`src/sv/atc_pkg.sv`:
```
`timescale 1ns / 1ps
// atc_pkg: action codes, controller states, command/status structs and the
// CORDIC arctangent table shared by the transform composer. No dependencies.
package atc_pkg;

  localparam int CS_FRAC  = 30;   // CORDIC working fraction bits
  localparam int CS_W     = 34;   // CORDIC x/y/z register width
  localparam int ITER_W   = 5;    // CORDIC iteration index
  localparam int IDX_W    = 3;    // matrix entry index
  localparam int ATAN_LEN = 30;

  localparam logic signed [CS_W-1:0] CORDIC_GAIN = 34'sd652032874;

  typedef enum logic [1:0] {
    ACT_IDENT = 2'd0,
    ACT_TRANS = 2'd1,
    ACT_SCALE = 2'd2,
    ACT_ROT   = 2'd3
  } action_t;

  typedef enum logic [2:0] {
    B_X,
    B_Y,
    B_C,
    B_S,
    B_NS
  } bsel_t;

  typedef enum logic [3:0] {
    ST_IDLE,
    ST_IDENT,
    ST_TRANS,
    ST_ROT,
    ST_CS,
    ST_MAC,
    ST_DRAIN,
    ST_COMMIT,
    ST_DONE
  } state_t;

  typedef struct packed {
    logic              load;        // capture input word, init CORDIC
    logic              ident;       // load identity
    logic              trans;       // add offsets
    logic              cordic_step;
    logic [ITER_W-1:0] iter;
    logic              cs_load;     // round cos/sin into Q format
    logic              mul;         // issue one multiplier pass
    logic [IDX_W-1:0]  a_idx;
    bsel_t             b_sel;
    logic              hi_part;     // upper slice of a split entry
    logic              first;       // first pass of an entry: clear acc
    logic              last;        // last pass: write result entry
    logic [IDX_W-1:0]  dest;
    logic              commit;      // results -> matrix
    logic              publish;     // matrix -> output register
  } atc_cmd_t;

  typedef struct packed {
    logic mac_pending;
  } atc_stat_t;

  // atan(2^-i) in units of 2^-32 turn
  function automatic logic [31:0] atan_val(input logic [ITER_W-1:0] i);
    logic [31:0] v;
    unique case (i)
      5'd0:  v = 32'd536870912;
      5'd1:  v = 32'd316933406;
      5'd2:  v = 32'd167458907;
      5'd3:  v = 32'd85004756;
      5'd4:  v = 32'd42667331;
      5'd5:  v = 32'd21354465;
      5'd6:  v = 32'd10679838;
      5'd7:  v = 32'd5340245;
      5'd8:  v = 32'd2670163;
      5'd9:  v = 32'd1335087;
      5'd10: v = 32'd667544;
      5'd11: v = 32'd333772;
      5'd12: v = 32'd166886;
      5'd13: v = 32'd83443;
      5'd14: v = 32'd41721;
      5'd15: v = 32'd20860;
      5'd16: v = 32'd10430;
      5'd17: v = 32'd5215;
      5'd18: v = 32'd2607;
      5'd19: v = 32'd1303;
      5'd20: v = 32'd651;
      5'd21: v = 32'd325;
      5'd22: v = 32'd162;
      5'd23: v = 32'd81;
      5'd24: v = 32'd40;
      5'd25: v = 32'd20;
      5'd26: v = 32'd10;
      5'd27: v = 32'd5;
      5'd28: v = 32'd2;
      5'd29: v = 32'd1;
      default: v = 32'd0;
    endcase
    return v;
  endfunction

endpackage

```
`src/sv/atc_datapath.sv`:
```
`timescale 1ns / 1ps
// atc_datapath: matrix registers, CORDIC unit, shared multiplier with
// accumulator and saturation, output register. Depends on atc_pkg.
module atc_datapath #(
  parameter int FRAC_BITS   = 16,
  parameter int ENTRY_WIDTH = 32
) (
  input  logic                   clk,
  input  logic                   rst,
  input  atc_pkg::atc_cmd_t      cmd,
  output atc_pkg::atc_stat_t     stat,
  input  logic signed [31:0]     x_in,
  input  logic signed [31:0]     y_in,
  input  logic [15:0]            angle_in,
  output logic [5:0][31:0]       out_m,
  output logic                   out_sat
);
  import atc_pkg::*;

  localparam int EW    = ENTRY_WIDTH;
  localparam bit SPLIT = (EW > 32);
  localparam int HALF  = (EW + 1) / 2;
  localparam int MA    = SPLIT ? HALF + 1 : EW;
  localparam int PW    = MA + 32;
  localparam int ACC_W = EW + 33;
  localparam int SUM_W = ((EW > 32) ? EW : 32) + 1;
  localparam bit ONE_SAT = (FRAC_BITS >= EW - 1);
  localparam int D     = CS_FRAC - FRAC_BITS;
  localparam int RND   = (D > 0) ? (1 << (D - 1)) : 0;

  localparam logic [EW-1:0] E_MAX   = {1'b0, {(EW-1){1'b1}}};
  localparam logic [EW-1:0] E_MIN   = {1'b1, {(EW-1){1'b0}}};
  localparam logic [EW-1:0] ONE_VAL = ONE_SAT ? E_MAX : (EW'(1) << FRAC_BITS);
  localparam logic signed [CS_W-1:0] RND_C = CS_W'(RND);

  // {saturated, value}
  function automatic logic [EW:0] clip_acc(input logic signed [ACC_W-1:0] v);
    logic fits;
    fits = (v[ACC_W-1:EW-1] == {(ACC_W-EW+1){v[EW-1]}});
    if (fits) return {1'b0, v[EW-1:0]};
    return {1'b1, (v[ACC_W-1] ? E_MIN : E_MAX)};
  endfunction

  logic signed [EW-1:0]   m   [6];
  logic signed [EW-1:0]   res [6];
  logic signed [31:0]     xv, yv, cv, sv, nsv;
  logic signed [CS_W-1:0] cx, cy, cz;
  logic                   flip;
  logic                   sat;

  logic signed [PW-1:0]   prod;
  logic                   p_valid, p_first, p_last, p_hi;
  logic [IDX_W-1:0]       p_dest;
  logic signed [ACC_W-1:0] acc;

  // input capture / CORDIC start
  logic [31:0]            p_ang;
  logic                   fl_init;
  logic signed [CS_W-1:0] cz_init;

  always_comb begin
    p_ang   = {angle_in, 16'h0000};
    fl_init = (p_ang[31:30] == 2'd1) || (p_ang[31:30] == 2'd2);
    p_ang[31] = p_ang[31] ^ fl_init;
    cz_init = CS_W'($signed(p_ang));
  end

  // CORDIC rotation step
  logic signed [CS_W-1:0] xs, ys, at, cx_n, cy_n, cz_n;
  always_comb begin
    xs = cx >>> cmd.iter;
    ys = cy >>> cmd.iter;
    at = $signed({2'b00, atan_val(cmd.iter)});
    if (!cz[CS_W-1]) begin
      cx_n = cx - ys;
      cy_n = cy + xs;
      cz_n = cz - at;
    end else begin
      cx_n = cx + ys;
      cy_n = cy - xs;
      cz_n = cz + at;
    end
  end

  // round Q2.30 to entry format
  logic signed [CS_W-1:0] c_r, s_r;
  assign c_r = (cx + RND_C) >>> D;
  assign s_r = (cy + RND_C) >>> D;

  // multiplier operands
  logic signed [EW-1:0] a_ent;
  logic signed [MA-1:0] a_op;
  logic signed [31:0]   b_op;

  assign a_ent = m[cmd.a_idx];

  generate
    if (SPLIT) begin : g_split
      always_comb begin
        if (cmd.hi_part) a_op = MA'($signed(a_ent[EW-1:HALF]));
        else             a_op = $signed({1'b0, a_ent[HALF-1:0]});
      end
    end else begin : g_whole
      assign a_op = a_ent;
    end
  endgenerate

  always_comb begin
    unique case (cmd.b_sel)
      B_X:     b_op = xv;
      B_Y:     b_op = yv;
      B_C:     b_op = cv;
      B_S:     b_op = sv;
      B_NS:    b_op = nsv;
      default: b_op = '0;
    endcase
  end

  // accumulate stage
  logic signed [ACC_W-1:0] prod_ext, acc_sum;
  logic [EW:0]             mac_clip;
  always_comb begin
    prod_ext = ACC_W'(prod);
    if (p_hi) prod_ext = prod_ext <<< HALF;
    acc_sum  = (p_first ? '0 : acc) + prod_ext;
    mac_clip = clip_acc(acc_sum >>> FRAC_BITS);
  end

  // translate
  logic signed [SUM_W-1:0] t0_sum, t1_sum;
  logic [EW:0]             t0_clip, t1_clip;
  always_comb begin
    t0_sum  = SUM_W'(m[2]) + SUM_W'(xv);
    t1_sum  = SUM_W'(m[5]) + SUM_W'(yv);
    t0_clip = clip_acc(ACC_W'(t0_sum));
    t1_clip = clip_acc(ACC_W'(t1_sum));
  end

  // matrix state
  always_ff @(posedge clk) begin
    if (rst) begin
      for (int k = 0; k < 6; k++) m[k] <= (k == 0 || k == 4) ? ONE_VAL : '0;
    end else if (cmd.ident) begin
      for (int k = 0; k < 6; k++) m[k] <= (k == 0 || k == 4) ? ONE_VAL : '0;
    end else if (cmd.trans) begin
      m[2] <= t0_clip[EW-1:0];
      m[5] <= t1_clip[EW-1:0];
    end else if (cmd.commit) begin
      for (int k = 0; k < 6; k++) m[k] <= res[k];
    end
  end

  // control flags
  always_ff @(posedge clk) begin
    if (rst) begin
      p_valid <= 1'b0;
      sat     <= 1'b0;
    end else begin
      p_valid <= cmd.mul;
      if (cmd.load)
        sat <= 1'b0;
      else if (cmd.ident)
        sat <= ONE_SAT;
      else if (cmd.trans)
        sat <= sat | t0_clip[EW] | t1_clip[EW];
      else if (p_valid && p_last)
        sat <= sat | mac_clip[EW];
    end
  end

  // payload
  always_ff @(posedge clk) begin
    if (cmd.load) begin
      xv   <= x_in;
      yv   <= y_in;
      cx   <= CORDIC_GAIN;
      cy   <= '0;
      cz   <= cz_init;
      flip <= fl_init;
    end else if (cmd.cordic_step) begin
      cx <= cx_n;
      cy <= cy_n;
      cz <= cz_n;
    end
    if (cmd.cs_load) begin
      cv  <= flip ? -32'(c_r) : 32'(c_r);
      sv  <= flip ? -32'(s_r) : 32'(s_r);
      nsv <= flip ? 32'(s_r) : -32'(s_r);
    end
    if (cmd.mul) begin
      prod    <= a_op * b_op;
      p_first <= cmd.first;
      p_last  <= cmd.last;
      p_hi    <= cmd.hi_part;
      p_dest  <= cmd.dest;
    end
    if (p_valid) begin
      acc <= acc_sum;
      if (p_last) res[p_dest] <= mac_clip[EW-1:0];
    end
    if (cmd.publish) begin
      for (int k = 0; k < 6; k++) out_m[k] <= 32'(m[k]);
      out_sat <= sat;
    end
  end

  assign stat.mac_pending = p_valid;

  a_load_no_mac: assert property (@(posedge clk) disable iff (rst)
    cmd.load |-> !p_valid)
    else $error("new word taken with a multiplier pass in flight");

endmodule

```
`src/sv/atc_ctrl.sv`:
```
`timescale 1ns / 1ps
// atc_ctrl: sequencer for the transform composer; issues datapath commands
// and owns the input and output handshakes. Depends on atc_pkg.
module atc_ctrl #(
  parameter int ENTRY_WIDTH  = 32,
  parameter int CORDIC_STEPS = 16
) (
  input  logic                 clk,
  input  logic                 rst,
  input  logic                 in_valid,
  output logic                 in_ready,
  input  atc_pkg::action_t     in_action,
  output logic                 out_valid,
  input  logic                 out_ready,
  output atc_pkg::atc_cmd_t    cmd,
  input  atc_pkg::atc_stat_t   stat
);
  import atc_pkg::*;

  localparam bit SPLIT = (ENTRY_WIDTH > 32);
  localparam logic [ITER_W-1:0] LAST_ITER = ITER_W'(CORDIC_STEPS - 1);

  state_t            state, state_next;
  action_t           act;
  logic [ITER_W-1:0] iter;
  logic              row, term, half;
  logic [1:0]        col;

  logic half_last, term_last, col_last, mac_done, out_free;
  logic [IDX_W-1:0] dest_idx, rot_idx;

  assign half_last = !SPLIT || half;
  assign term_last = (act != ACT_ROT) || term;
  assign col_last  = (col == 2'd2);
  assign mac_done  = half_last && term_last && col_last && row;
  assign out_free  = !out_valid || out_ready;
  assign in_ready  = (state == ST_IDLE);
  assign dest_idx  = IDX_W'(col) + (row ? IDX_W'(3) : IDX_W'(0));
  assign rot_idx   = IDX_W'(col) + (term ? IDX_W'(3) : IDX_W'(0));

  always_comb begin
    state_next = state;
    unique case (state)
      ST_IDLE: begin
        if (in_valid) begin
          unique case (in_action)
            ACT_IDENT: state_next = ST_IDENT;
            ACT_TRANS: state_next = ST_TRANS;
            ACT_SCALE: state_next = ST_MAC;
            ACT_ROT:   state_next = ST_ROT;
            default:   state_next = ST_IDLE;
          endcase
        end
      end
      ST_IDENT:  state_next = ST_DONE;
      ST_TRANS:  state_next = ST_DONE;
      ST_ROT:    if (iter == LAST_ITER) state_next = ST_CS;
      ST_CS:     state_next = ST_MAC;
      ST_MAC:    if (mac_done) state_next = ST_DRAIN;
      ST_DRAIN:  state_next = ST_COMMIT;
      ST_COMMIT: state_next = ST_DONE;
      ST_DONE:   if (out_free) state_next = ST_IDLE;
      default:   state_next = ST_IDLE;
    endcase
  end

  always_comb begin
    cmd             = '0;
    cmd.load        = (state == ST_IDLE) && in_valid;
    cmd.ident       = (state == ST_IDENT);
    cmd.trans       = (state == ST_TRANS);
    cmd.cordic_step = (state == ST_ROT);
    cmd.iter        = iter;
    cmd.cs_load     = (state == ST_CS);
    cmd.mul         = (state == ST_MAC);
    cmd.a_idx       = (act == ACT_ROT) ? rot_idx : dest_idx;
    cmd.hi_part     = half;
    cmd.first       = !half && !term;
    cmd.last        = half_last && term_last;
    cmd.dest        = dest_idx;
    cmd.commit      = (state == ST_COMMIT);
    cmd.publish     = (state == ST_DONE) && out_free;
    if (act == ACT_ROT) begin
      unique case ({row, term})
        2'b00:   cmd.b_sel = B_C;
        2'b01:   cmd.b_sel = B_NS;
        2'b10:   cmd.b_sel = B_S;
        default: cmd.b_sel = B_C;
      endcase
    end else begin
      cmd.b_sel = row ? B_Y : B_X;
    end
  end

  always_ff @(posedge clk) begin
    if (rst) state <= ST_IDLE;
    else     state <= state_next;
  end

  always_ff @(posedge clk) begin
    if (rst) begin
      act  <= ACT_IDENT;
      iter <= '0;
      row  <= 1'b0;
      col  <= '0;
      term <= 1'b0;
      half <= 1'b0;
    end else begin
      if (cmd.load) begin
        act  <= in_action;
        iter <= '0;
        row  <= 1'b0;
        col  <= '0;
        term <= 1'b0;
        half <= 1'b0;
      end
      if (state == ST_ROT) iter <= iter + 1'b1;
      if (state == ST_MAC) begin
        if (!half_last) begin
          half <= 1'b1;
        end else begin
          half <= 1'b0;
          if (!term_last) begin
            term <= 1'b1;
          end else begin
            term <= 1'b0;
            if (!col_last) begin
              col <= col + 1'b1;
            end else begin
              col <= '0;
              row <= ~row;
            end
          end
        end
      end
    end
  end

  always_ff @(posedge clk) begin
    if (rst)              out_valid <= 1'b0;
    else if (cmd.publish) out_valid <= 1'b1;
    else if (out_ready)   out_valid <= 1'b0;
  end

  a_commit_drained: assert property (@(posedge clk) disable iff (rst)
    state == ST_COMMIT |-> !stat.mac_pending)
    else $error("commit while a multiplier pass is outstanding");

  a_rot_start: assert property (@(posedge clk) disable iff (rst)
    in_valid && in_ready && in_action == ACT_ROT |=> state == ST_ROT && iter == '0)
    else $error("rotation did not start the CORDIC from step zero");

  a_done_delivers: assert property (@(posedge clk) disable iff (rst)
    state == ST_DONE && !out_valid |=> out_valid)
    else $error("finished result not moved to the output register");

  a_idx_range: assert property (@(posedge clk) disable iff (rst)
    cmd.mul |-> cmd.a_idx < 6 && cmd.dest < 6)
    else $error("entry index out of range");

endmodule

```
`src/sv/affine_2d_transform_composer_unit.sv`:
```
`timescale 1ns / 1ps
// affine_2d_transform_composer_unit: top level of the 2D homogeneous
// transform composer. Depends on atc_pkg, atc_ctrl and atc_datapath.
//
//   channel   dir  word contents
//   s_axis    in   tuser: action; tdata: x_value, y_value, angle
//   m_axis    out  tuser: saturated; tdata: m00 m01 m02 m10 m11 m12
//
// Scale and rotate run each entry product through the single shared multiplier;
//   rotate first steps the serial CORDIC for cos and sin. With ENTRY_WIDTH
//   above 32 every entry product is split into an upper and a lower slice,
//   each a separate pass of that multiplier.
// One word is worked on at a time; s_axis_tready is high only when idle.
// The output register lets the next word be taken while a result waits;
//   a finished word then holds in its last state until the slot frees.
// Reset (rst, synchronous) loads identity and empties the output slot.
module affine_2d_transform_composer_unit #(
  parameter int FRAC_BITS    = 16,
  parameter int ENTRY_WIDTH  = 32,
  parameter int CORDIC_STEPS = 16
) (
  input  logic         clk,
  input  logic         rst,
  input  logic         s_axis_tvalid,
  output logic         s_axis_tready,
  input  logic [79:0]  s_axis_tdata,   // x_value[31:0], y_value[63:32], angle[79:64]
  input  logic [1:0]   s_axis_tuser,   // action[1:0]
  output logic         m_axis_tvalid,
  input  logic         m_axis_tready,
  output logic [191:0] m_axis_tdata,   // m00, m01, m02, m10, m11, m12, 32 bits each
  output logic [0:0]   m_axis_tuser    // saturated[0]
);
  import atc_pkg::*;

  atc_cmd_t         cmd;
  atc_stat_t        stat;
  action_t          in_action;
  logic [5:0][31:0] out_m;
  logic             out_sat;

  assign in_action = action_t'(s_axis_tuser);

  // sequencer: handshakes and step commands
  atc_ctrl #(
    .ENTRY_WIDTH  (ENTRY_WIDTH),
    .CORDIC_STEPS (CORDIC_STEPS)
  ) u_ctrl (
    .clk       (clk),
    .rst       (rst),
    .in_valid  (s_axis_tvalid),
    .in_ready  (s_axis_tready),
    .in_action (in_action),
    .out_valid (m_axis_tvalid),
    .out_ready (m_axis_tready),
    .cmd       (cmd),
    .stat      (stat)
  );

  // matrix, CORDIC, multiply-accumulate and output register
  atc_datapath #(
    .FRAC_BITS   (FRAC_BITS),
    .ENTRY_WIDTH (ENTRY_WIDTH)
  ) u_dp (
    .clk      (clk),
    .rst      (rst),
    .cmd      (cmd),
    .stat     (stat),
    .x_in     ($signed(s_axis_tdata[31:0])),
    .y_in     ($signed(s_axis_tdata[63:32])),
    .angle_in (s_axis_tdata[79:64]),
    .out_m    (out_m),
    .out_sat  (out_sat)
  );

  assign m_axis_tdata    = out_m;
  assign m_axis_tuser[0] = out_sat;

endmodule

```
`config.mk`:
```
export PLATFORM = sky130hd
export DESIGN_NAME = affine_2d_transform_composer_unit
export DESIGN_NICKNAME = d
export VERILOG_FILES = /design/src/sv/atc_pkg.sv /design/src/sv/atc_datapath.sv /design/src/sv/atc_ctrl.sv /design/src/sv/affine_2d_transform_composer_unit.sv
export SDC_FILE = /design/constraint.sdc
export NUM_CORES = 2
export LEC_CHECK = 0
export BUFFER_PORTS_ARGS = -buffer_cell sky130_fd_sc_hd__buf_4
export CAP_MARGIN = 10
export CORE_UTILIZATION = 55
export DETAILED_ROUTE_END_ITERATION = 8
export PLACE_DENSITY = 0.72
export SLEW_MARGIN = 10
export SYNTH_ARGS = -nofsm -noshare
export SYNTH_HDL_FRONTEND = slang
export SYNTH_SLANG_ARGS = --single-unit
```
`constraint.sdc`:
```
create_clock -name clk -period 14.8 [get_ports clk]
set_clock_uncertainty 0.05 [all_clocks]
set_input_delay 1.48 -clock clk [delete_from_list [all_inputs] [get_ports clk]]
set_output_delay 1.48 -clock clk [all_outputs]
set_load 0.02 [all_outputs]
```
**Word level (Yosys, flattened, before mapping)**

Memory sizes are Yosys's and may differ from the RTL's. A register that Yosys moved wholly into a read port is not among the register bits.
Cells that the tools add are included.

- Register bits: 480
- Bits in writable memories: 384
- ROM bits: 960
- Output and inout port bits: 195
- Word-level logic and storage cells: 203
- Memories kept: 3

- $add $sub $neg: 17
- Multiply operators: 1
- Eq/ne operators: 30
- Shift operators: 2
- Mux-type cells: 84
- Bitwise logic cells: 19
- Reduce and logical (&&, ||, !) cells: 20

Memory list:

| memory | depth | bits a word | read ports | clocked after memory_dff | wr ports | line | text |
|---|---|---|---|---|---|---|---|
| (name not given) | 32 | 30 | 1 | 1 | 0 | atc_pkg.sv:66 | `unique case (i)` |
| u_dp.m | 6 | 32 | 7 | 4 | 6 | atc_datapath.sv:44 | `logic signed [EW-1:0] m [6];` |
| u_dp.res | 6 | 32 | 6 | 0 | 1 | atc_datapath.sv:45 | `logic signed [EW-1:0] res [6];` |

Operators by type and width:

| kind | count |
|---|---|
| 32-bit two-way mux | 20 |
| 33-bit two-way mux | 6 |
| 34-bit two-way mux | 5 |
| 32-bit one-hot mux with 5 select lines | 1 |
| 33-bit equality test | 3 |
| 34-bit by 15-bit adder with 34-bit output (second input constant) | 2 |
| 34-bit adder | 2 |
| 34-bit by 5-bit >>> shifter with 34-bit output | 2 |
| 34-bit subtractor | 2 |
| 32-bit by 32-bit adder with 33-bit output | 2 |
| 65-bit adder | 1 |
| 65-bit two-way mux | 1 |
| 32-bit by 32-bit multiplier with 64-bit output | 1 |
| 20-bit negation with 32-bit output | 2 |
| 34-bit by 33-bit adder with 34-bit output | 1 |
| 34-bit by 33-bit subtractor with 34-bit output | 1 |
| 1-bit two-way mux | 32 |
| 4-bit one-hot mux with 7 select lines | 1 |
| 5-bit two-way mux | 4 |
| 1-bit bitwise OR | 17 |
| 4-bit by 3-bit equality test with 1-bit output (second input constant) | 4 |
| 4-bit two-way mux | 4 |
| 4-bit one-hot mux with 4 select lines | 1 |
| 2-bit equality test (second input constant) | 6 |
| 27 further kinds | 52 |

**Logic depth before layout (Yosys ltp)**

- Word-level depth: 8
- Gate-level depth with buffers: 40

**Modules after synthesis**

From an unflattened synthesis, not the netlist that was laid out.

- Cells, all modules: 8963
- Area total of the unflattened synthesis: 92695.2 µm²

By module, submodules not included:

| module | instances | cells an instance | area an instance (µm²) | seq. area each (µm²) |
|---|---|---|---|---|
| atc_datapath | 1 | 8832 | 91624.1 | 28447.3 |
| atc_ctrl | 1 | 131 | 1071.0 | 320.3 |

**Least setup slack after synthesis**

Ideal clock, no wire load.

- Kind: flip-flop to flip-flop
- From: register u_ctrl.act[0]
- To: register u_dp.prod[62] (data pin)
- Setup time: 0.262 ns
- Data arrival time: 10.806 ns
- Path slack: 3.682 ns
- Stages on the path, launching flop included: 36
- Buffers on the path: 6
- Period minus slack after synthesis: 11.118 ns
- Cell sequence: dfxtp_1 -> and2_1 -> clkbuf_1 -> mux2i_1 -> clkbuf_1 -> buf_1 -> buf_2 -> mux2i_1 -> a21oi_1 -> clkbuf_1 -> nand2_1 -> fa_1 -> inv_1 -> fa_1 -> fa_1 -> inv_1 -> fa_1 -> inv_1 -> fa_1 -> fa_1 -> fa_1 -> fa_1 -> ha_1 -> clkbuf_1 -> a21o_1 -> a21o_1 -> a2111oi_0 -> o31ai_1 -> a21oi_1 -> o211ai_1 -> a41o_1 -> a221o_1 -> a21o_1 -> a311oi_1 -> o21bai_1 -> xor2_1

- Cells in the longest elaborated chain, start to end: 5
- Elaborated cells between the ends (all ways): 11
- Classes of those cells: 1 x mul; 5 x eq/ne; 3 x mux; 1 x reduce/logical; 1 x memory

RTL lines:

| element | line | text |
|---|---|---|
| from (decl) | atc_ctrl.sv:24 | `action_t act;` |
| from (signal assigned) | atc_ctrl.sv:110 | `act <= in_action;` |
| 2-bit equality test * | atc_ctrl.sv:76, atc_ctrl.sv:83 |  |
| 3-bit two-way mux | atc_ctrl.sv:83 | `if (act == ACT_ROT) begin` |
| 3-bit equality test (tied with other cells) | atc_datapath.sv:109 | `unique case (cmd.b_sel)` |
| 32-bit one-hot mux with 5 select lines | atc_datapath.sv:109 |  |
| 32-bit by 32-bit multiplier with 64-bit output * | atc_datapath.sv:191 | `prod <= a_op * b_op;` |
| to (signal assigned) | atc_datapath.sv:191 |  |
| to (decl) | atc_datapath.sv:51 | `logic signed [PW-1:0] prod;` |

Every way passes the cells marked *; elsewhere a longest branch is shown, timed or not.
A chain may end at the register's enable or synchronous reset.

**Worst setup path after layout**

- From: register u_ctrl.act[1]
- To: register u_dp.prod[62] (data pin)

Same word-level chain as after synthesis.

==> results.cfg <==
[clock_tree]
hold_buffers = 0
tritoncts = yes
cts_buffers = 106
clock_latency_ps = 760
cts_root_buffer = sky130_fd_sc_hd__clkbuf_16
cts_post_setup_buffers_inserted = 0
max-clock-path-buffers = 3
number_of_levels_the_h_tree_was_split_into = 3
clock_sinks = 1021
cts.reportedPaths.clkPinSlew_ps = 60
postCtsResizedCells = 0

[logic_synthesis]
synth_cell_types = 93
syn-cell-area_um2 = 92100
count_of_flip_flops_with_a_built_in_enable_after_synthesis = 889
post-synth-top-area-cell = sky130_fd_sc_hd__edfxtp_1
synth_seq_cells = 1021
synth_top_cell_area_share_pct = 29.0
share_of_synthesized_flip_flops_with_an_asynchronous_set_or_reset_pct = 0
post_synth.cell_area_avg_um2 = 10.2
post-synth-top-count-cell = sky130_fd_sc_hd__inv_1
synthesis.instances = 9010
post_synth_most_frequent_cells = sky130_fd_sc_hd__inv_1, sky130_fd_sc_hd__fa_1, sky130_fd_sc_hd__nand2_1
synth_seq_area_share_pct = 31.9
synth.net_count = 10615
ys_dominant_reg_cell = sky130_fd_sc_hd__edfxtp_1
ys.warnings.count = 0
dominant_cells_by_area_after_synthesis = sky130_fd_sc_hd__edfxtp_1, sky130_fd_sc_hd__fa_1, sky130_fd_sc_hd__ha_1

[sta]
worst_relative_slew_slack_pct = 6.49
min_period_ps = 12280
timing.final.crit_share_pct = 83.0
tightest_slew_ps = 1400
finalSetupViolations = 0
rsz0062_at_grt = no
timing.final.max_slew_violations = 0
totalNegativeSetupSlack_ps = 0
fmax_mhz = 81.4
hold_viol_final = 0

[floorplan]
floorplan.rows = 149
die_y_um = 411
i_o_pins = 281
core_area_um2 = 166000
fp.dieArea_um2 = 169000
dieWidth_um = 411
floorplan.initialDensity_pct = 55.6

[worst_setup_path]
crit_slowest_cell = sky130_fd_sc_hd__a21oi_2
startpoint_type = flop
crit_path_max_incr_delay_ps = 820
cp-end-kind = flop
critical_path_required_ps = 15230
ff2ff_setup_slack_ps = 2520
cp_max_fanout = 44
worstPathArrival_ps = 12710
criticalPathCategory = flop to flop
critPathMostFrequentCell = sky130_fd_sc_hd__fa_1

[place]
place.gp.congestion = 1.01
placed_wire_length_estimate_after_detailed_placement_um = 229000
port_buffers = 280

[routing]
wl_per_cell_um = 25.9
detail_route.iter0.violations = 6977
drt-vias-per-instance = 6.09
antenna_viol_nets_final = 0
wl_um = 295000
route.vias.total = 69406
detail_route.drc_violations = 0
drtPass1Iterations = 8

[layout]
layout-drive-gt1-share_pct = 8.95
fin_util_pct = 60.5
areaGrowthSynthToFinish_pct = 8.78
fin_nets = 10724

[min_path]
hold_path.class = flop to flop

[global_routing]
gr-usage-met1_pct = 44.2
grt_overflow = 0
global_route.usage.total_pct = 35.1
grt_max_degree = 193
groute.layer.met2.usage_pct = 56.0
grt_most_used_layer = met2
number_of_global_route_vias_before_repair = 70128
use_met3_pct = 9.40
antenna_violations_before_repair = 9
grt_pass1_wl_um = 441000

[run_status]
result_of_the_run = complete, no violations

[job]
max_cap_violations = 0
[flip-flops by register name, indices dropped and copies added (netlist names), 3 cells and up]
name / count
u_ctrl.state: 4
u_dp.p_dest: 3
u_dp.yv: 32
u_ctrl.iter: 5
u_dp.res: 192
u_dp.acc: 65
u_dp.cy: 34
u_dp.xv: 32
u_dp.cv: 32
m_axis_tdata: 130
u_dp.at: 30
u_dp.m: 192
u_dp.sv: 31
u_dp.cx: 34
u_dp.out_m: 62
u_dp.cz: 34
u_dp.nsv: 32
u_dp.prod: 64
[layer usage]
metal	share of wire [%]	routed length [um]
met1	37	110000
met4	5.8	17200
met5	0.0071	21
met3	10	30400
met2	47	138000
[layout make-up]
class / count / area (um^2)
flip-flops and latches: 1021 / 29300
inverters: 1161 / 4360
diodes: 7 / 17.5
well taps: 2189 / 2740
clock inverters: 72 / 724
clock buffers: 127 / 2810
repair buffers: 421 / 3210
fillers: 13650 / 65400
multi-input cells: 6408 / 57000
[path summary, 6_finish.rpt]
path,startpoint,end,depth (start not counted)
setup / recovery,u_ctrl.act[1],u_dp.prod[62],35
hold / removal,u_dp.m[3][26],m_axis_tdata[122],0
setup reg to reg,u_ctrl.act[1],u_dp.prod[62],35
hold reg to reg,u_dp.m[3][26],m_axis_tdata[122],0
[cells in the final DEF, fill, tap and decap left out, types with 63 or more instances in the layout]
| cell | count |
|---|---|
| sky130_fd_sc_hd__ha_1 | 429 |
| sky130_fd_sc_hd__nand3_1 | 150 |
| sky130_fd_sc_hd__a21oi_1 | 420 |
| sky130_fd_sc_hd__buf_4 | 418 |
| sky130_fd_sc_hd__edfxtp_1 | 889 |
| sky130_fd_sc_hd__nor3_1 | 88 |
| sky130_fd_sc_hd__and3_1 | 90 |
| sky130_fd_sc_hd__a21o_1 | 182 |
| sky130_fd_sc_hd__mux2i_1 | 132 |
| sky130_fd_sc_hd__nand2b_1 | 63 |
| sky130_fd_sc_hd__and2_1 | 177 |
| sky130_fd_sc_hd__fa_1 | 1090 |
| sky130_fd_sc_hd__inv_1 | 1150 |
| sky130_fd_sc_hd__nand2_1 | 955 |
| sky130_fd_sc_hd__clkbuf_16 | 108 |
| sky130_fd_sc_hd__nor2b_1 | 115 |
| sky130_fd_sc_hd__a31oi_1 | 63 |
| sky130_fd_sc_hd__xor2_1 | 180 |
| sky130_fd_sc_hd__mux4_2 | 106 |
| sky130_fd_sc_hd__dfxtp_1 | 127 |
| sky130_fd_sc_hd__nor2_1 | 906 |
| sky130_fd_sc_hd__xnor2_1 | 267 |
| sky130_fd_sc_hd__o21ai_0 | 354 |
[kinds of logic after synthesis]
kind of cell	synth area share, %
AO/OA/AOI/OAI	9.63
XOR/XNOR	4.25
adder cells (fa/ha/maj)	29.5
buffers and inverters	6.57
flip-flops	31.9
multiplexers	4.82
AND/OR/NAND/NOR	13.3
[through the flow]
stage	std cells	cell area [um^2]	setup slack (ps)	hold slack (ps)
after floorplan	9010	92100	3680	358
after global placement	11199	96600	2840	375
after detailed placement	11199	96600	2690	381
after CTS	11398	100000	2660	396
after global routing	11399	100000	2050	410
final	11406	100000	2520	399
[critical path: cells and delay by family, from the launching register on]
kind | cells | cell delay [ps]
AO/OA/AOI/OAI | 12 | 4050
XOR/XNOR | 1 | 140
adder cells (fa/ha/maj) | 9 | 4360
buffers and inverters | 9 | 2210
flip-flops | 1 | 360
multiplexers | 2 | 490
AND/OR/NAND/NOR | 2 | 300
Power is left out: the tool's default activity adds up to more than one toggle a clock period on the data nets, which glitch-free logic cannot reach.
